$ cat config.mk
export PLATFORM = sky130hd
export DESIGN_NAME = cslu_counts
export DESIGN_NICKNAME = d
export VERILOG_FILES = /design/src/rtl/core/cslu_pkg.sv /design/src/rtl/core/cslu_counts.sv
export SDC_FILE = /design/constraint.sdc
export NUM_CORES = 1
export LEC_CHECK = 0
export ABC_AREA = 1
export BUFFER_PORTS_ARGS = -buffer_cell sky130_fd_sc_hd__buf_4
export CAP_MARGIN = 20
export CORE_UTILIZATION = 61
export CTS_CLUSTER_DIAMETER = 30
export DETAILED_ROUTE_END_ITERATION = 8
export PLACE_DENSITY = 0.78
export SLEW_MARGIN = 15
export SYNTH_ARGS = -nofsm -noshare
export SYNTH_HDL_FRONTEND = slang
export SYNTH_SLANG_ARGS = --single-unit
$ cat constraint.sdc
create_clock -name clk_i -period 2.5 [get_ports clk_i]
set_input_delay 0.125 -clock clk_i [delete_from_list [all_inputs] [get_ports clk_i]]
set_output_delay 0.125 -clock clk_i [all_outputs]
set_load 0.01 [all_outputs]
$ cat src/rtl/core/cslu_pkg.sv
`default_nettype none
package cslu_pkg;

  localparam int unsigned SIDE    = 16;
  localparam int unsigned COORD_W = $clog2(SIDE);
  localparam int unsigned ADDR_W  = 3 * COORD_W;
  localparam int unsigned SITES   = SIDE * SIDE * SIDE;
  localparam int unsigned COUNT_W = $clog2(SITES) + 1;
  localparam int unsigned OUT_W   = 13;
  localparam int unsigned RATE_W  = 17;
  localparam int unsigned DRAW_W  = 16;
  localparam int unsigned DIR_W   = 3;
  localparam int unsigned SP_W    = 2;
  localparam int unsigned NUM_SP  = 4;
  localparam int unsigned CFG_IDX_W = 3;
  localparam int unsigned IN_DATA_W  = 56;
  localparam int unsigned OUT_DATA_W = 56;

  localparam logic [RATE_W-1:0] RATE_ONE = RATE_W'(65536);

  localparam logic CMD_LOAD   = 1'b0;
  localparam logic CMD_UPDATE = 1'b1;
  localparam logic EV_SWAP    = 1'b0;
  localparam logic EV_PRED    = 1'b1;

  localparam logic [DIR_W-1:0] DIR_PX = 3'd0;
  localparam logic [DIR_W-1:0] DIR_PY = 3'd1;
  localparam logic [DIR_W-1:0] DIR_NX = 3'd2;
  localparam logic [DIR_W-1:0] DIR_NY = 3'd3;
  localparam logic [DIR_W-1:0] DIR_PZ = 3'd4;
  localparam logic [DIR_W-1:0] DIR_NZ = 3'd5;

  localparam logic [CFG_IDX_W-1:0] REG_SWAP    = 3'd0;
  localparam logic [CFG_IDX_W-1:0] REG_DEATH_A = 3'd1;
  localparam logic [CFG_IDX_W-1:0] REG_DEATH_B = 3'd2;
  localparam logic [CFG_IDX_W-1:0] REG_DEATH_C = 3'd3;
  localparam logic [CFG_IDX_W-1:0] REG_DEATH_D = 3'd4;

  typedef logic [COORD_W-1:0] coord_t;
  typedef logic [ADDR_W-1:0]  addr_t;
  typedef logic [SP_W-1:0]    sp_t;
  typedef logic [RATE_W-1:0]  rate_t;
  typedef logic [DRAW_W-1:0]  draw_t;
  typedef logic [COUNT_W-1:0] count_t;

  typedef struct packed {
    logic changed;
    logic wr_ctr;
    sp_t  ctr_sp;
    logic wr_nbr;
    sp_t  nbr_sp;
    logic cnt_en;
    sp_t  inc_sp;
    sp_t  dec_sp;
  } act_t;

  typedef struct packed {
    logic en;
    sp_t  inc_sp;
    sp_t  dec_sp;
  } cnt_upd_t;

  function automatic coord_t coord_inc(input coord_t c);
    coord_t r;
    r = (c == coord_t'(SIDE - 1)) ? '0 : c + coord_t'(1);
    return r;
  endfunction

  function automatic coord_t coord_dec(input coord_t c);
    coord_t r;
    r = (c == '0) ? coord_t'(SIDE - 1) : c - coord_t'(1);
    return r;
  endfunction

  function automatic addr_t site_addr(input coord_t x, input coord_t y, input coord_t z);
    addr_t r;
    r = {x, y, z};
    return r;
  endfunction

endpackage
`default_nettype wire

$ cat src/rtl/core/cslu_counts.sv
`default_nettype none
module cslu_counts (
  input  wire logic               clk_i,
  input  wire logic               rst_ni,
  input  wire cslu_pkg::cnt_upd_t upd_i,
  output cslu_pkg::count_t        cnt_o [cslu_pkg::NUM_SP],
  output logic                    absorbed_o
);
  import cslu_pkg::*;

  count_t cnt_q [NUM_SP];
  logic [COUNT_W:0] sum_ac;
  logic [COUNT_W:0] sum_bd;
  logic [COUNT_W:0] total;

  always_ff @(posedge clk_i or negedge rst_ni) begin
    if (!rst_ni) begin
      cnt_q[0] <= count_t'(SITES);
      cnt_q[1] <= '0;
      cnt_q[2] <= '0;
      cnt_q[3] <= '0;
    end else if (upd_i.en) begin
      cnt_q[upd_i.inc_sp] <= cnt_q[upd_i.inc_sp] + count_t'(1);
      cnt_q[upd_i.dec_sp] <= cnt_q[upd_i.dec_sp] - count_t'(1);
    end
  end

  assign total  = (COUNT_W + 1)'(SITES);
  assign sum_ac = {1'b0, cnt_q[0]} + {1'b0, cnt_q[2]};
  assign sum_bd = {1'b0, cnt_q[1]} + {1'b0, cnt_q[3]};

  assign absorbed_o = (cnt_q[0] == count_t'(SITES)) || (cnt_q[1] == count_t'(SITES)) ||
                      (cnt_q[2] == count_t'(SITES)) || (cnt_q[3] == count_t'(SITES)) ||
                      (sum_ac == total) || (sum_bd == total);

  assign cnt_o = cnt_q;

endmodule
`default_nettype wire

; ---- Word level (Yosys, flattened, before mapping)
; Index checks and enable logic that the tools add are counted.
[word_totals]
regBits = 52
in_bits = 7
out_inout_bits = 53
[classes]
addsub = 4
order_cmp = 4
n_eq_ne = 6
mux = 12
bitwise = 2
n_reduce_logical = 7
[ops]
columns = op, count
row1 = bitwise mux 52 bit, 2
row2 = 2-to-1 mux 13 bit, 6
row3 = binary-select mux 13 bit (select 2 bit), 2
row4 = demux 13 bit (select 2 bit), 2
row5 = == test 13 bit (second input constant), 4
row6 = adder 13 x 13 -> 14 bit, 2
row7 = == test 14 x 13 -> 1 bit (second input constant), 2
row8 = adder 13 x 1 -> 13 bit (second input constant), 1
row9 = subtractor 13 x 1 -> 13 bit (second input constant), 1
row10 = greater-or-equal comparator 3 bit (second input constant), 2
row11 = < comparator 3 x 1 -> 1 bit (second input constant), 2
row12 = inverter 2 -> 3 bit, 2
row13 = logical OR 1 bit, 5
row14 = logical AND 1 bit, 2

; ---- Depth between registers and ports, before layout
[logic_depth]
depth_word = 7
ltp_mapped = 16
depth_no_buf = 15

; ---- Worst setup path before layout
; Ideal clock, no wire load.
[synth_path]
path_type = flip-flop to output port
from = register cnt_q, in the netlist cnt_o[13]
to = output absorbed_o
t_arrival_ps = 1921
path_slack_ps = 454
stages_incl_launch_ff = 11
path_buffers = 0
path_cell_list = dfrtp_1 > ha_1 > fa_1 > nand2_1 > nand3_1 > nand3_1 > nand2_1 > a21oi_1 > xor2_1 > nand3_1 > nand3_1
[synth_via]
elab_chain_cells = 5
elab_cells_between_ends = 7
cone_classes = add/sub: 1 / eq/ne: 2 / reduce/logical: 4
[synth_rtl]
columns = item, line_no
row1 = from (decl), cslu_counts.sv:11  ; count_t cnt_q [NUM_SP];
row2 = "from (signal, indexed assignment)", cslu_counts.sv:23  ; cnt_q[upd_i.inc_sp] <= cnt_q[upd_i.inc_sp] + count_t'(1);
row3 = "from (signal, indexed assignment)", cslu_counts.sv:24  ; cnt_q[upd_i.dec_sp] <= cnt_q[upd_i.dec_sp] - count_t'(1);
row4 = "parallel branches: the longest is 3 deep, another holds adder 13 x 13 -> 14 bit", -
row5 = logical OR 1 bit *, cslu_counts.sv:33  ; (cnt_q[2] == count_t'(SITES)) || (cnt_q[3] == count_t'(SITES)) ||
row6 = logical OR 1 bit *, cslu_counts.sv:34  ; (sum_ac == total) || (sum_bd == total);
row7 = to (decl), cslu_counts.sv:7  ; output logic absorbed_o
; Every way passes the cells marked *.

; ---- Final worst setup path
[layout_path]
from = register cnt_q, in the netlist cnt_o[1]
to = output absorbed_o
[layout_via]
elab_chain_cells = 4
elab_cells_between_ends = 6
cone_classes = add/sub: 1 / eq/ne: 2 / reduce/logical: 3
[layout_rtl]
columns = item, line_no
row1 = "parallel branches: the longest is 3 deep, another holds adder 13 x 13 -> 14 bit", -
row2 = logical OR 1 bit *, cslu_counts.sv:34
; Marked as above.

==> reports/qor.yml <==
status: "complete, but fails checks"
violations: "negative setup slack"
critPathMaxFanout: 7
drv_cap: 0
powerDensity_nw_per_um2: 634
ios: 60
wirelength_um: 21000
core_um2: 9200
grt_usage: 0.429
num_rows: 35
synth_seq_cells: 52
htreeDepth: 2
multi_input_comb_area_um2: 4140
worstPathArrival_ns: 2.40
synth_top_area_cell: "nand2_1"
grt_setup_unrepaired: "yes"
numCtsBuffers: 5
wl_per_cell_um: 17.3
relSlewSlack: 0.535
fillCellCount: 835
largest_reg_flops: 52
setup_slack_ns: -0.0212
synth-main-ff-cell: "dfrtp_1"
via_per_inst: 6.00
hold_violations: 0
post-route-min-period_ns: 2.52
r2r-start: "cnt_o[13]$_DFFE_PN0P_"
netlist_top_cells_count: "486 x nand2_1, 114 x nand3_1, 90 x inv_1"
maxClockFrequency_mhz: 397
cts_tree: "done"
route.detailed.drc: 0
die_w_um: 99.4
switching_share: 0.487
design.die.area_um2: 9880
seq_area_um2: 1310
combinationalPowerShare: 0.598
drv_slew: 0
io_buffer_count: 59
avgSynthCellArea_um2: 5.70
synthesis.instances: 1016
power.switching_w: 0.00213
setup-tns-final_ns: -0.0212
p_seq_frac: 0.280
clockPowerShare: 0.121
required_ns: 2.38
ff2ff_path_depth: 14
path_clk_slew_ns: 0.09
crit_start: "cnt_o[1]$_DFFE_PN0P_"
synth_top_area_share: 0.315
fp.dieH_um: 99.4
drtAntennaViolNets: 0
seq_area_frac_synth: 0.225
dp_hpwl_um: 15900
clockBufferDepth: 2
rr_endpoint: "cnt_o[38]$_DFFE_PN0P_"
yosys.cell_types.count: 34
setup.worst_path.end: "absorbed_o"
dr.pass1.iters: 7
root_buffer: "clkbuf_8"
grt_pass1_wl_um: 33000
irDropWorstVdd_mv: 0.322
endpoint_kind: "primary output"
synth_edf_count: 0
ys_top_cells_by_area: "nand2_1 32%, dfrtp_1 22%, nand3_1 9.9%"
cts_sinks: 52
diodes: 0
synth.net_count: 1053
setup_viol: 1
synth.yosys.warnings: 0
async_flop_share: 1.00
antenna_found_initial: 0
grt_max_degree: 53
globalplace.congestion: 0.957
hp-class: "in2reg"
grt_pass1_vias: 6475
insertion_delay_ns: 0.31
crit_path_start_kind: "register"
path_class: "reg2out"
start_util: 0.630
syn_to_final_growth_pct: 18.7
syn-cell-area_um2: 5790
fin_worst_skew_ns: 0.00603
vias: 7291
grt-ovfl-total: 0
worst-slew-pin-transition_ns: 0.698
ff2ff_setup_slack_ns: 0.25
finalCritPeriodShare: 1.01
drive_gt1_frac: 0.164
drt_iter0_drc: 744
power.total_w: 0.00436
p_leak_nw: 3.90
synth_most_common_cell: "nand2_1"
nNetsFinal: 1142
p_int_w: 0.00224
[cell families after synthesis]
logic type | count (synthesis) | synth area share
AO/OA/AOI/OAI | 71 | 0.0698
buffers and inverters | 124 | 0.0934
flip-flops | 52 | 0.225
XOR/XNOR | 10 | 0.0151
adder cells (fa/ha/maj) | 30 | 0.0674
AND/OR/NAND/NOR | 729 | 0.529
[worst min path at each step]
stage / from / slack, ns / endpoint / cells after the start
after floorplan: rst_ni / -0.17 / cnt_o[0]$_DFFE_PN0P_ / 0
after global placement: rst_ni / 0.20 / cnt_o[18]$_DFFE_PN0P_ / 1
after detailed placement: rst_ni / 0.21 / cnt_o[18]$_DFFE_PN0P_ / 1
after CTS: upd_i[1] / 0.34 / cnt_o[42]$_DFFE_PN0P_ / 4
after global routing: upd_i[1] / 0.37 / cnt_o[42]$_DFFE_PN0P_ / 4
final: upd_i[1] / 0.36 / cnt_o[42]$_DFFE_PN0P_ / 4
[metal layers]
metal / track usage / up-vias / share of wire
li1: - / 3428 / -
met1: 0.578 / 3255 / 0.41
met2: 0.670 / 511 / 0.43
met3: 0.0843 / 97 / 0.11
met4: 0.182 / 0 / 0.047
met5: 0 / - / 0
[stage by stage]
step | util | setup slack, ns | instance area, µm² | hold WS, ns | cells
CTS | 0.727 | 0.00620 | 6680 | 0.341 | 1215
floorplan | - | 0.454 | 5790 | -0.171 | 1016
detailed placement | 0.713 | 0.267 | 6560 | 0.207 | 1207
global placement | 0.713 | 0.288 | 6560 | 0.196 | 1207
global route | 0.747 | -0.0919 | 6870 | 0.374 | 1216
finish | 0.747 | -0.0212 | 6870 | 0.363 | 1216
[cell type report]
class	instances	area share
timing repair buffer	109	0.119
sequential	52	0.191
multi-input combinational	840	0.602
clock buffer	7	0.0140
tap	111	0.0202
inverter	97	0.0530
[worst max-delay path, stage by stage (launching register included)]
cell,delay [ns]
dfrtp_1,0.52
ha_1,0.37
nand3_1,0.10
nand3_2,0.13
nand2_1,0.11
nand2_1,0.05
nand2_1,0.06
nand2_1,0.05
nor2_1,0.11
nand3_1,0.09
nor2_1,0.14
nand2_1,0.14
nand3_2,0.11
buf_4,0.12
[cells in the final DEF, fill, tap and decap left out, types with 6 or more instances in the layout]
| cell | Yosys | final |
|---|---|---|
| buf_4 | 0 | 108 |
| nand3_2 | 4 | 9 |
| nor4_1 | 8 | 8 |
| dfrtp_2 | 0 | 8 |
| a21oi_1 | 31 | 28 |
| inv_1 | 90 | 90 |
| nor3_1 | 8 | 7 |
| nand3_1 | 114 | 107 |
| nand2_2 | 8 | 11 |
| ha_1 | 28 | 18 |
| nor2_4 | 6 | 6 |
| clkbuf_8 | 0 | 7 |
| nand2_1 | 486 | 482 |
| ha_4 | 0 | 8 |
| nor2_2 | 5 | 6 |
| a31oi_1 | 7 | 7 |
| o21ai_0 | 10 | 10 |
| dfrtp_1 | 51 | 43 |
| nand4_1 | 17 | 17 |
| xor2_1 | 6 | 6 |
| o21ai_1 | 7 | 7 |
| nor2_1 | 70 | 69 |
[power groups by stage]
stage          clock network (W)  registers [W]  logic, W
6_report                0.000529        0.00122   0.00261
5_1_grt                 0.000557        0.00124   0.00283
4_1_cts                 0.000530        0.00119   0.00237
3_5_place_dp                   0        0.00120   0.00235
3_3_place_gp                   0        0.00120   0.00232
2_1_floorplan                  0        0.00126   0.00139
[timing repair]
action,4_1_cts,5_1_grt
setup buffers,0,1
pin swaps,1,4
endpoints found under the setup margin,1,1
hold endpoints to repair,51,0
gates resized for setup,6,37
hold buffers,1,0
Note: power is estimated with default switching activity, not from simulation.
