--- src/rtl/core/cslu_pkg.sv ---
`default_nettype none
package cslu_pkg;

  localparam int unsigned SIDE    = 16;
  localparam int unsigned COORD_W = $clog2(SIDE);
  localparam int unsigned ADDR_W  = 3 * COORD_W;
  localparam int unsigned SITES   = SIDE * SIDE * SIDE;
  localparam int unsigned COUNT_W = $clog2(SITES) + 1;
  localparam int unsigned OUT_W   = 13;
  localparam int unsigned RATE_W  = 17;
  localparam int unsigned DRAW_W  = 16;
  localparam int unsigned DIR_W   = 3;
  localparam int unsigned SP_W    = 2;
  localparam int unsigned NUM_SP  = 4;
  localparam int unsigned CFG_IDX_W = 3;
  localparam int unsigned IN_DATA_W  = 56;
  localparam int unsigned OUT_DATA_W = 56;

  localparam logic [RATE_W-1:0] RATE_ONE = RATE_W'(65536);

  localparam logic CMD_LOAD   = 1'b0;
  localparam logic CMD_UPDATE = 1'b1;
  localparam logic EV_SWAP    = 1'b0;
  localparam logic EV_PRED    = 1'b1;

  localparam logic [DIR_W-1:0] DIR_PX = 3'd0;
  localparam logic [DIR_W-1:0] DIR_PY = 3'd1;
  localparam logic [DIR_W-1:0] DIR_NX = 3'd2;
  localparam logic [DIR_W-1:0] DIR_NY = 3'd3;
  localparam logic [DIR_W-1:0] DIR_PZ = 3'd4;
  localparam logic [DIR_W-1:0] DIR_NZ = 3'd5;

  localparam logic [CFG_IDX_W-1:0] REG_SWAP    = 3'd0;
  localparam logic [CFG_IDX_W-1:0] REG_DEATH_A = 3'd1;
  localparam logic [CFG_IDX_W-1:0] REG_DEATH_B = 3'd2;
  localparam logic [CFG_IDX_W-1:0] REG_DEATH_C = 3'd3;
  localparam logic [CFG_IDX_W-1:0] REG_DEATH_D = 3'd4;

  typedef logic [COORD_W-1:0] coord_t;
  typedef logic [ADDR_W-1:0]  addr_t;
  typedef logic [SP_W-1:0]    sp_t;
  typedef logic [RATE_W-1:0]  rate_t;
  typedef logic [DRAW_W-1:0]  draw_t;
  typedef logic [COUNT_W-1:0] count_t;

  typedef struct packed {
    logic changed;
    logic wr_ctr;
    sp_t  ctr_sp;
    logic wr_nbr;
    sp_t  nbr_sp;
    logic cnt_en;
    sp_t  inc_sp;
    sp_t  dec_sp;
  } act_t;

  typedef struct packed {
    logic en;
    sp_t  inc_sp;
    sp_t  dec_sp;
  } cnt_upd_t;

  function automatic coord_t coord_inc(input coord_t c);
    coord_t r;
    r = (c == coord_t'(SIDE - 1)) ? '0 : c + coord_t'(1);
    return r;
  endfunction

  function automatic coord_t coord_dec(input coord_t c);
    coord_t r;
    r = (c == '0) ? coord_t'(SIDE - 1) : c - coord_t'(1);
    return r;
  endfunction

  function automatic addr_t site_addr(input coord_t x, input coord_t y, input coord_t z);
    addr_t r;
    r = {x, y, z};
    return r;
  endfunction

endpackage
`default_nettype wire

--- src/rtl/core/cslu_rule.sv ---
`default_nettype none
module cslu_rule (
  input  wire logic             cmd_i,
  input  wire cslu_pkg::sp_t    load_sp_i,
  input  wire logic             dir_ok_i,
  input  wire logic             kind_i,
  input  wire cslu_pkg::draw_t  swap_draw_i,
  input  wire cslu_pkg::draw_t  death_draw_i,
  input  wire cslu_pkg::sp_t    me_i,
  input  wire cslu_pkg::sp_t    nb_i,
  input  wire cslu_pkg::rate_t  swap_rate_i,
  input  wire cslu_pkg::rate_t  death_rate_i [cslu_pkg::NUM_SP],
  input  wire cslu_pkg::count_t cnt_i [cslu_pkg::NUM_SP],
  output cslu_pkg::act_t        act_o
);
  import cslu_pkg::*;

  sp_t   prey;
  sp_t   pred;
  logic  interact;
  logic  swap_hit;
  logic  eat_hit;
  logic  eaten_hit;
  rate_t swap_draw_ext;
  rate_t death_draw_ext;

  assign prey           = me_i + sp_t'(1);
  assign pred           = me_i + sp_t'(3);
  assign swap_draw_ext  = {1'b0, swap_draw_i};
  assign death_draw_ext = {1'b0, death_draw_i};
  assign interact       = dir_ok_i && ((nb_i == prey) || (nb_i == pred));
  assign swap_hit       = (swap_draw_ext <= swap_rate_i);
  assign eat_hit        = (death_draw_ext <= death_rate_i[prey]) && (cnt_i[prey] != '0);
  assign eaten_hit      = (death_draw_ext <= death_rate_i[me_i]) && (cnt_i[me_i] != '0);

  always_comb begin
    act_o = '0;
    if (cmd_i == CMD_LOAD) begin
      if (me_i != load_sp_i) begin
        act_o.changed = 1'b1;
        act_o.wr_ctr  = 1'b1;
        act_o.ctr_sp  = load_sp_i;
        act_o.cnt_en  = 1'b1;
        act_o.inc_sp  = load_sp_i;
        act_o.dec_sp  = me_i;
      end
    end else if (interact) begin
      if (kind_i == EV_SWAP) begin
        if (swap_hit) begin
          act_o.changed = 1'b1;
          act_o.wr_ctr  = 1'b1;
          act_o.ctr_sp  = nb_i;
          act_o.wr_nbr  = 1'b1;
          act_o.nbr_sp  = me_i;
        end
      end else if (nb_i == prey) begin
        if (eat_hit) begin
          act_o.changed = 1'b1;
          act_o.wr_nbr  = 1'b1;
          act_o.nbr_sp  = me_i;
          act_o.cnt_en  = 1'b1;
          act_o.inc_sp  = me_i;
          act_o.dec_sp  = prey;
        end
      end else if (eaten_hit) begin
        act_o.changed = 1'b1;
        act_o.wr_ctr  = 1'b1;
        act_o.ctr_sp  = pred;
        act_o.cnt_en  = 1'b1;
        act_o.inc_sp  = pred;
        act_o.dec_sp  = me_i;
      end
    end
  end

endmodule
`default_nettype wire

--- config.mk ---
export PLATFORM = sky130hd
export DESIGN_NAME = cslu_rule
export DESIGN_NICKNAME = d
export VERILOG_FILES = /design/src/rtl/core/cslu_pkg.sv /design/src/rtl/core/cslu_rule.sv
export SDC_FILE = /design/constraint.sdc
export NUM_CORES = 1
export LEC_CHECK = 0
export ABC_AREA = 1
export ABC_CLOCK_PERIOD_IN_PS = 3090
export BUFFER_PORTS_ARGS = -buffer_cell sky130_fd_sc_hd__buf_2
export CAP_MARGIN = 20
export CORE_AREA = 5 5 89 91
export DETAILED_ROUTE_END_ITERATION = 12
export DIE_AREA = 0 0 94 96
export GPL_TIMING_DRIVEN = 0
export PLACE_DENSITY_LB_ADDON = 0.25
export SLEW_MARGIN = 20
export SYNTH_ARGS = -nofsm -noshare
export SYNTH_HDL_FRONTEND = slang
export SYNTH_SLANG_ARGS = --single-unit
--- constraint.sdc ---
create_clock -name vclk -period 3.09
set_input_delay 0.4635 -clock vclk [all_inputs]
set_output_delay 0.4635 -clock vclk [all_outputs]
set_load 0.01 [all_outputs]
### Word level (Yosys, flattened, before mapping)

Index checks and enable logic that the tools add are counted.

* register bits after elaboration: 0
* input port bits: 178
* output and inout port bits: 12
* word-level logic and storage cells: 47

* add/subtract/negate cells: 2
* $lt $le $gt $ge: 5
* eq/ne operators: 3
* multiplexer cells: 29
* bitwise gates (word level): 2
* reduce and logical (&&, ||, !) cells: 6

Operators by type and width (count)
* 17-bit binary-select mux with 2-bit select: 2
* 17-bit 2-to-1 mux: 4
* 13-bit binary-select mux with 2-bit select: 2
* 13-bit 2-to-1 mux: 4
* 16-bit by 17-bit less-or-equal comparator with 1-bit output: 3
* 13-bit nonzero test: 2
* 5-bit 2-to-1 mux: 5
* 7-bit 2-to-1 mux: 2
* 12-bit 2-to-1 mux: 1
* 4-bit 2-to-1 mux: 3
* 3-bit 2-to-1 mux: 3
* 8-bit 2-to-1 mux: 1
* 3-bit >= comparator (second input constant): 2
* 2-bit NOT with 3-bit output: 2
* 2-bit equality test: 2
* 1-bit logical AND: 3
* 2-bit by 1-bit adder with 2-bit output (second input constant): 1
* 2-bit adder (second input constant): 1
* 1-bit 2-to-1 mux: 2
* 2-bit != test: 1
* 1-bit logical OR: 1

### Logic depth before layout (Yosys ltp)

Gate-level depths: netlist of the first run.

* word-level depth: 12
* gate-level depth with buffers: 21
* gate-level depth less buffers: 19

### Worst setup path before layout of the first run

No wires, ideal clock.

* path kind: input-to-output
* start point: input me_i[1]
* end point: output act_o[6] in the netlist's numbering
* data arrival time: 2.602 ns
* required time: 2.626 ns
* setup slack: 0.024 ns
* cell stages on the path: 16
* path buffers: 3
* cells stage by stage: buf_6 > nor2_2 > buf_4 > clkbuf_1 > a221oi_1 > ha_1 > nand2_1 > nor2_1 > nand4_1 > nor2_1 > nand3_1 > nand2_4 > nand3_2 > nand2_1 > nand2_1 > nor2_1

RTL lines
* start, declared: RTL line cslu_rule.sv:9 `input wire cslu_pkg::sp_t me_i,`
* end, declared: RTL line cslu_rule.sv:14 `output cslu_pkg::act_t act_o`

==> flow_summary.toml, run 1 <==
[worst_setup_path]
slowest_delay_ns = 0.32
end_kind = "output pin"
crit_top_cell = "nand2_2"
cp.arrival_ns = 2.82
critical_path_class = "input port to output pin"
start_kind = "input port"
crit_path_top_delay_cell = "ha_1"
worstPathMaxFanout = 5
path_cells = "buf_8 -> buf_8 -> inv_6 -> nor2_4 -> inv_2 -> buf_6 -> o22ai_2 -> a221oi_2 -> ha_1 -> nand2_2 -> nor2_4 -> nand4_1 -> nor2_1 -> nand3_1 -> nand2_4 -> nand3_4 -> nand2_2 -> nand2_2 -> nor2_2 -> buf_2"
cp_data_required_time_ns = 2.63

[yosys]
post_synth_fa_ha_maj_area_fraction_pct = 22.6
avgSynthCellArea_um2 = 5.70
synth_top_family_by_area = "simple AND/OR/NAND/NOR gates"
synth_nets = 691
synth_mux_area_share_pct = 0
synth_cells = 465
synth_compound_area_share_pct = 25.0
synthSimpleGateAreaFrac_pct = 37.0
ys_seq_area_share_pct = 0
synth_xor_area_share_pct = 0.613
syn_area_um2 = 2650
yosysWarnings = 0
synth_cell_types = 35

[worst_hold_path]
worstHoldPathCells = 4
hp-class = "input port to output pin"
min-delay-start = "load_sp_i[0]"
min_delay_worst_endpoint = "act_o[8]"

[drt]
drt_iter0_markers = 187
routedWlPerCell_um = 14.3
route.detailed.drc = 0
drt_pre_antenna_iters = 4
antenna_left = 0
vias = 3998
via_per_inst = 5.16
routed_wl_um = 11100

[timing]
relSlewSlack_pct = 76.1
setup-violations-final = 12
min_period_over_period_pct = 106
rsz0062_at_grt = "true"
fmax_ghz = 0.304
worstMarginPinSlew_ns = 0.357
period_needed_ns = 3.29
drv_slew = 0
hold_violations = 0
tns_ns = -1.45
setup_ws_ns = -0.198

[outcome]
outcome = "complete, but fails checks"
violations = "negative setup slack"

[pwr]
vdd_drop_max_uv = 86.6
power_mw = 0.685
p_leak_nw = 2.49
powerDensity_nw_per_um2 = 156

[layout]
regArea_um2 = 0
seq_cells = 0
diodes = 0
area_growth_pct = 65.5
nets = 904
final_cell_mix = "buf_2, nand2_1, inv_1"
clkbuf_count = 0
drive_above_1_share_pct = 46.4
layout_commonest_cell = "buf_2"

[floorplan]
initial_utilization_pct = 37.6
coreArea_um2 = 7060
fp.dieH_um = 96
die_w_um = 94
dieArea_um2 = 9020
core.rowCount = 31
ios = 190

[placed_design]
dpl.hpwl_um = 8930
io_buffers = 189
gp_congestion = 0.904

[global_routing]
grt_pass1_vias = 4022
grtUsageTotal_pct = 23.0
grt_pass1_wl_um = 17200
antenna_found_initial = 0
grt_max_degree = 13
overflow = 0

[job]
maxCapViolCount = 0

[clock_tree]
holdBufCountCts = 0
-- kinds of logic after synthesis --
kind of cell	count (synthesis)
XOR/XNOR	1
buffers and inverters	96
AO/OA/AOI/OAI	96
adder cells (fa/ha/maj)	48
AND/OR/NAND/NOR	224
-- worst max path at each step --
stage	startpoint	endpoint	slack (ns)	cells past startpoint
floorplan	me_i[1]	act_o[6]	0.02	16
global placement	me_i[1]	act_o[6]	-0.67	18
detailed placement	me_i[1]	act_o[6]	-0.72	18
CTS	me_i[1]	act_o[0]	-0.12	19
global route	me_i[1]	act_o[0]	-0.37	21
finish	me_i[1]	act_o[6]	-0.20	20
-- synthesized netlist by cell type (3+ instances only) --
cell	number	area share, %
or2_2	3	0.71
buf_2	5	0.94
o21ai_1	3	0.57
nand4_1	9	2.1
ha_1	48	23
nand2_1	127	18
o21ai_0	11	2.1
clkbuf_1	6	0.85
nand3_1	16	3.0
a22oi_1	3	0.85
nand3b_1	3	0.85
nor2_1	44	6.2
o22ai_1	22	5.2
a221oi_1	30	9.9
inv_1	75	11
nor2_4	3	1.3
o21ai_2	3	0.99
a21oi_1	17	3.2
nor3_1	6	1.1
inv_2	5	0.71
nor2_2	4	0.94
-- per-stage QoR --
step / util (%) / cells / worst slack [ns] / area, um2 / hold slack, ns
finish: 62.2 / 775 / -0.198 / 4390 / 1.26
global route: 62.2 / 775 / -0.365 / 4390 / 1.30
CTS: 59.9 / 772 / -0.118 / 4230 / 1.26
detailed placement: 52.7 / 753 / -0.723 / 3720 / 1.26
global placement: 52.7 / 753 / -0.671 / 3720 / 1.25
floorplan: - / 465 / 0.0244 / 2650 / 1.07
-- per-layer routing --
| layer | up-vias | GRT usage (%) | part of all wire [%] |
|---|---|---|---|
| li1 | 2013 | - | - |
| met2 | 193 | 44.6 | 50 |
| met5 | - | 0 | 0 |
| met4 | 0 | 6.26 | 2.5 |
| met3 | 27 | 3.21 | 9.7 |
| met1 | 1765 | 26.1 | 38 |
-- where the power goes --
part	switching, mW	internal, mW	total, mW
sequential	0	0	0
clock	0	0	0
combinational	0.366	0.319	0.685
total	0.366	0.319	0.685
-- critical path, delay by kind of cell --
family,cells,cell delay [ns]
and+or+nand+nor,11,1.21
adders and majority gates,1,0.32
AOI/OAI and AO/OA,2,0.20
buffers and inverters,6,0.62
-- timing repair --
item,4_1_cts,5_1_grt
gates cloned,3,0
gates resized for setup,88,36
endpoints found under the setup margin,12,12
endpoints found under the hold margin,0,0
setup buffers,17,3
pin swaps,36,27
-- area by class of cell --
| class | count | area (um2) |
|---|---|---|
| fill | 692 | 2670 |
| buffer | 14 | 163 |
| inverter | 81 | 322 |
| timing repair buffer | 212 | 1170 |
| tap | 99 | 124 |
| multi-input combinational | 369 | 2610 |
No activity file was read; power rests on OpenSTA's default activity.
==> run 2, diff against run 1 <==
REMOVE_ABC_BUFFERS = 1   (was not set)
==> run 2 against run 1 <==
  * The run still ends with negative setup slack left
  * Final cell count unchanged
  * Utilization decreased by 1.1 points
  * Non-clock buffer count decreased by 3
  * Sequential share of layout area unchanged
  * First-iteration DRC count decreased by 47%
  * Largest power group unchanged
==> flow_summary.toml, run 2 (synthesis results as in run 1) <==
[outcome]
outcome = "complete, but fails checks"
violations = "negative setup slack"

[floorplan]
fp.dieH_um = 96
die_w_um = 94
initial_utilization_pct = 37.6
ios = 190
dieArea_um2 = 9020
core.rowCount = 31
coreArea_um2 = 7060

[layout]
area_growth_pct = 62.5
drive_above_1_share_pct = 43.3
clkbuf_count = 0
final_core_util_pct = 61.0
final_cell_mix = "buf_2, nand2_1, inv_1"
seq_cells = 0
stdcell_count = 775
layout_commonest_cell = "buf_2"
diodes = 0
regArea_um2 = 0
nets = 904

[timing]
worstMarginPinSlew_ns = 0.396
min_period_over_period_pct = 102
tns_ns = -0.418
drv_slew = 0
fmax_ghz = 0.316
relSlewSlack_pct = 73.5
rsz0062_at_grt = "true"
hold_ws_ns = 1.27
setup-violations-final = 10
period_needed_ns = 3.16
setup_ws_ns = -0.0714
hold_violations = 0

[placed_design]
dpl.hpwl_um = 7980
place_inst = 739
gp_congestion = 0.918
io_buffers = 190

[worst_hold_path]
hp-class = "input port to output pin"

[drt]
routedWlPerCell_um = 13.6
antenna_left = 0
vias = 3899
route.detailed.drc = 0
drt_pre_antenna_iters = 4
drt_iter0_markers = 100
via_per_inst = 5.03
routed_wl_um = 10500

[worst_setup_path]
end_kind = "output pin"
cp.arrival_ns = 2.70
worstPathMaxFanout = 8
critical_path_class = "input port to output pin"
cp_data_required_time_ns = 2.63
start_kind = "input port"

[pwr]
p_leak_nw = 2.45
vdd_drop_max_uv = 77.4
powerDensity_nw_per_um2 = 153
power_mw = 0.658

[global_routing]
overflow = 0
antenna_found_initial = 0
grtUsageTotal_pct = 21.8
grt_pass1_vias = 3834
grt_pass1_wl_um = 16400
grt_max_degree = 22

[job]
maxCapViolCount = 0
-- run 2: cell count changes in the layout (fill, tap and decap cells not counted), moves of 3 or more --
cell / previous run / this run
buf_6: 11 / 3
nand3_1: 13 / 16
a221oi_2: 19 / 14
clkbuf_4: 4 / 0
nand3_2: 4 / 1
clkbuf_8: 3 / 0
nand2_1: 116 / 123
nand2_2: 12 / 5
buf_4: 17 / 25
a221oi_1: 10 / 16
-- run 2: path summary, 6_finish.rpt --
check                    start  endpoint  slack (ns)  cells past startpoint
setup / recovery       me_i[0]  act_o[0]       -0.07                     19
hold / removal    load_sp_i[1]  act_o[3]        1.27                      4
-- run 2: where the power goes --
part	leakage [nW]	switching (mW)	internal, mW	total, mW
combinational	2.45	0.347	0.310	0.658
clock	0	0	0	0
sequential	0	0	0	0
total	2.45	0.347	0.310	0.658
-- run 2: metrics by stage --
| stage | cell area (um2) | setup slack [ns] |
|---|---|---|
| after global placement | 3640 | -1.48 |
| after detailed placement | 3640 | -1.50 |
| after floorplan | 2570 | -0.183 |
| after global routing | 4310 | -0.230 |
| after CTS | 4120 | -0.0491 |
| final | 4310 | -0.0714 |
-- run 2: area by class of cell --
type                       instances  area, um2
tap                               99        124
multi-input combinational        372       2540
timing repair buffer             223       1310
inverter                          81        337
fill                             685       2750
-- run 2: per-layer routing --
layer / track usage, % / share of wire [%] / up-vias
met3: 1.49 / 5.7 / 20
met5: 0 / 0 / -
met1: 25.9 / 41 / 1734
met2: 42.8 / 52 / 128
li1: - / - / 2017
met4: 4.09 / 2.0 / 0
-- run 2: repair_timing --
item,in CTS,in global routing
pin swaps,20,14
resized for setup,57,28
cloned,4,0
endpoints found under the setup margin,12,12
hold buffers,0,0
buffers inserted,25,8
-- run 2: worst max-delay path: stages --
cell and delay (ns):
buf_16 0.12, buf_4 0.12, nor2_4 0.05, buf_8 0.14, buf_12 0.13, a221oi_1 0.28, ha_1 0.30, a21oi_1 0.19
o21ai_2 0.08, nand2_1 0.06, nand2_1 0.05, nand2_1 0.07, nand2_1 0.06, nand2_2 0.11, nand2_4 0.09, a21oi_2 0.12
nand2_1 0.07, nand2_1 0.05, buf_2 0.12
==> run 3, diff against run 2 <==
CAP_MARGIN = 10   (was 20)
CORE_AREA = 5 5 65 125   (was 5 5 89 91)
DIE_AREA = 0 0 70 130   (was 0 0 94 96)
==> run 3 against run 2 <==
  * The flow still finishes with violations (negative setup slack)
  * Global-route usage grew 0.95 points
  * Setup slack lost 0.065 ns
  * Utilization shrank 2.8 points
  * Die area grew 0.84%
  * Final cell count shrank 2.8%
  * Combinational power shrank 3%
  * Critical path depth grew 3
  * Sequential share of layout area is the same
  * Worst hold slack gained 0.013 ns
  * Via count grew 2.3%
  * Non-clock buffer count shrank 13
  * First-iteration DRC count grew 58%
==> flow_summary.toml, run 3 (synthesis results as in run 1) <==
[timing]
relSlewSlack_pct = 70.0
hold_violations = 0
drv_slew = 0
worstMarginPinSlew_ns = 0.448
hold_ws_ns = 1.28
min_period_over_period_pct = 104
rsz0062_at_grt = "true"
setup_ws_ns = -0.136
fmax_ghz = 0.310
period_needed_ns = 3.23
setup-violations-final = 12

[drt]
antenna_left = 0
routed_wl_um = 11300
via_per_inst = 5.30
drt_pre_antenna_iters = 6
drt_iter0_markers = 158
routedWlPerCell_um = 15.1
vias = 3989
route.detailed.drc = 0

[global_routing]
overflow = 0
grt_pass1_vias = 4084
grt_max_degree = 22
grt_pass1_wl_um = 17200
antenna_found_initial = 0
grtUsageTotal_pct = 22.7

[layout]
diodes = 0
regArea_um2 = 0
fill_cells = 719
drive_above_1_share_pct = 40.9
seq_cells = 0
stdcell_count = 753
final_cell_mix = "buf_2, nand2_1, inv_1"
clkbuf_count = 0
nets = 891
area_growth_pct = 53.5
final_core_util_pct = 58.2
final_cell_area_um2 = 4070
multiInputGateArea_um2 = 2470
layout_commonest_cell = "buf_2"

[floorplan]
initial_utilization_pct = 37.9
fp.dieH_um = 130
core.rowCount = 43
coreArea_um2 = 6990
ios = 190
dieArea_um2 = 9100
die_w_um = 70

[pwr]
power_mw = 0.641
switching_share_pct = 54.4
switching_power_mw = 0.348
power_frac_seq_pct = 0
combPwrFrac_pct = 100.0
pwr-share-clk_pct = 0
powerDensity_nw_per_um2 = 157
vdd_drop_max_uv = 83.4
cell_internal_pwr_mw = 0.293
p_leak_nw = 2.35

[worst_hold_path]
hp-class = "input port to output pin"

[placed_design]
gp_congestion = 0.906
placed_cell_area_um2 = 3630
io_buffers = 190
place_inst = 730
dpl.hpwl_um = 8840

[worst_setup_path]
start_kind = "input port"
crit_end = "act_o[11]"
cp-startpoint = "me_i[1]"
cp_data_required_time_ns = 2.63
critical_path_class = "input port to output pin"
worstPathMaxFanout = 7
cp.arrival_ns = 2.76
end_kind = "output pin"

[job]
maxCapViolCount = 0

[outcome]
outcome = "complete, but fails checks"
violations = "negative setup slack"
==> run 3: metal layers <==
| layer | vias to the layer above | track usage, % | share of wire, % |
|---|---|---|---|
| met5 | - | 0 | 0 |
| met4 | 0 | 10.2 | 3.9 |
| met3 | 34 | 2.70 | 6.3 |
| met2 | 181 | 48.1 | 56 |
| met1 | 1781 | 20.8 | 34 |
| li1 | 1993 | - | - |
==> run 3: worst min path at each step <==
stage | startpoint | end | slack, ns | cells past startpoint
after detailed placement | load_sp_i[0] | act_o[8] | 1.28 | 4
after CTS | load_sp_i[0] | act_o[8] | 1.28 | 4
final | load_sp_i[0] | act_o[8] | 1.28 | 4
after global routing | load_sp_i[0] | act_o[8] | 1.32 | 4
after floorplan | kind_i | act_o[5] | 1.00 | 1
after global placement | load_sp_i[0] | act_o[8] | 1.27 | 4
==> run 3: area by class of cell <==
| class | instances | share of cell area [%] |
|---|---|---|
| Multi-Input combinational cell | 372 | 60.7 |
| Timing Repair Buffer | 210 | 28.5 |
| Inverter | 81 | 7.99 |
| Tap cell | 90 | 2.77 |
==> run 3: critical path, cell delays in order <==
cell	delay [ns]
buf_16	0.12
inv_6	0.05
nor2_4	0.13
clkinvlp_4	0.13
buf_8	0.15
buf_6	0.12
o21ai_2	0.11
a221oi_2	0.06
ha_1	0.33
nand2_1	0.06
nand2_1	0.05
nand2_1	0.05
nand2_2	0.06
nand4_1	0.08
nand2_1	0.10
clkinv_2	0.05
nand2_2	0.07
nand2_4	0.08
buf_4	0.14
nand4_1	0.08
nand3_1	0.09
buf_2	0.14
==> run 3: per-stage QoR <==
step | setup WS [ns] | TNS, ns
2_1_floorplan | -0.183 | -1.20
3_3_place_gp | -1.39 | -15.91
3_5_place_dp | -1.46 | -16.95
4_1_cts | -0.132 | -0.949
5_1_grt | -0.296 | -2.83
6_report | -0.136 | -0.983
==> run 3: power by group through the flow <==
stage	clock network, mW	logic (mW)	registers (mW)
2_1_floorplan	0	0.317	0
3_3_place_gp	0	0.524	0
3_5_place_dp	0	0.540	0
4_1_cts	0	0.609	0
5_1_grt	0	0.714	0
6_report	0	0.641	0
==> run 3: repair_timing <==
item,CTS,global route
endpoints found under the setup margin,12,12
hold endpoints to repair,0,0
hold buffers,0,0
gates resized for setup,49,17
buffers inserted,17,3
pin swaps,11,10
gates cloned,3,0
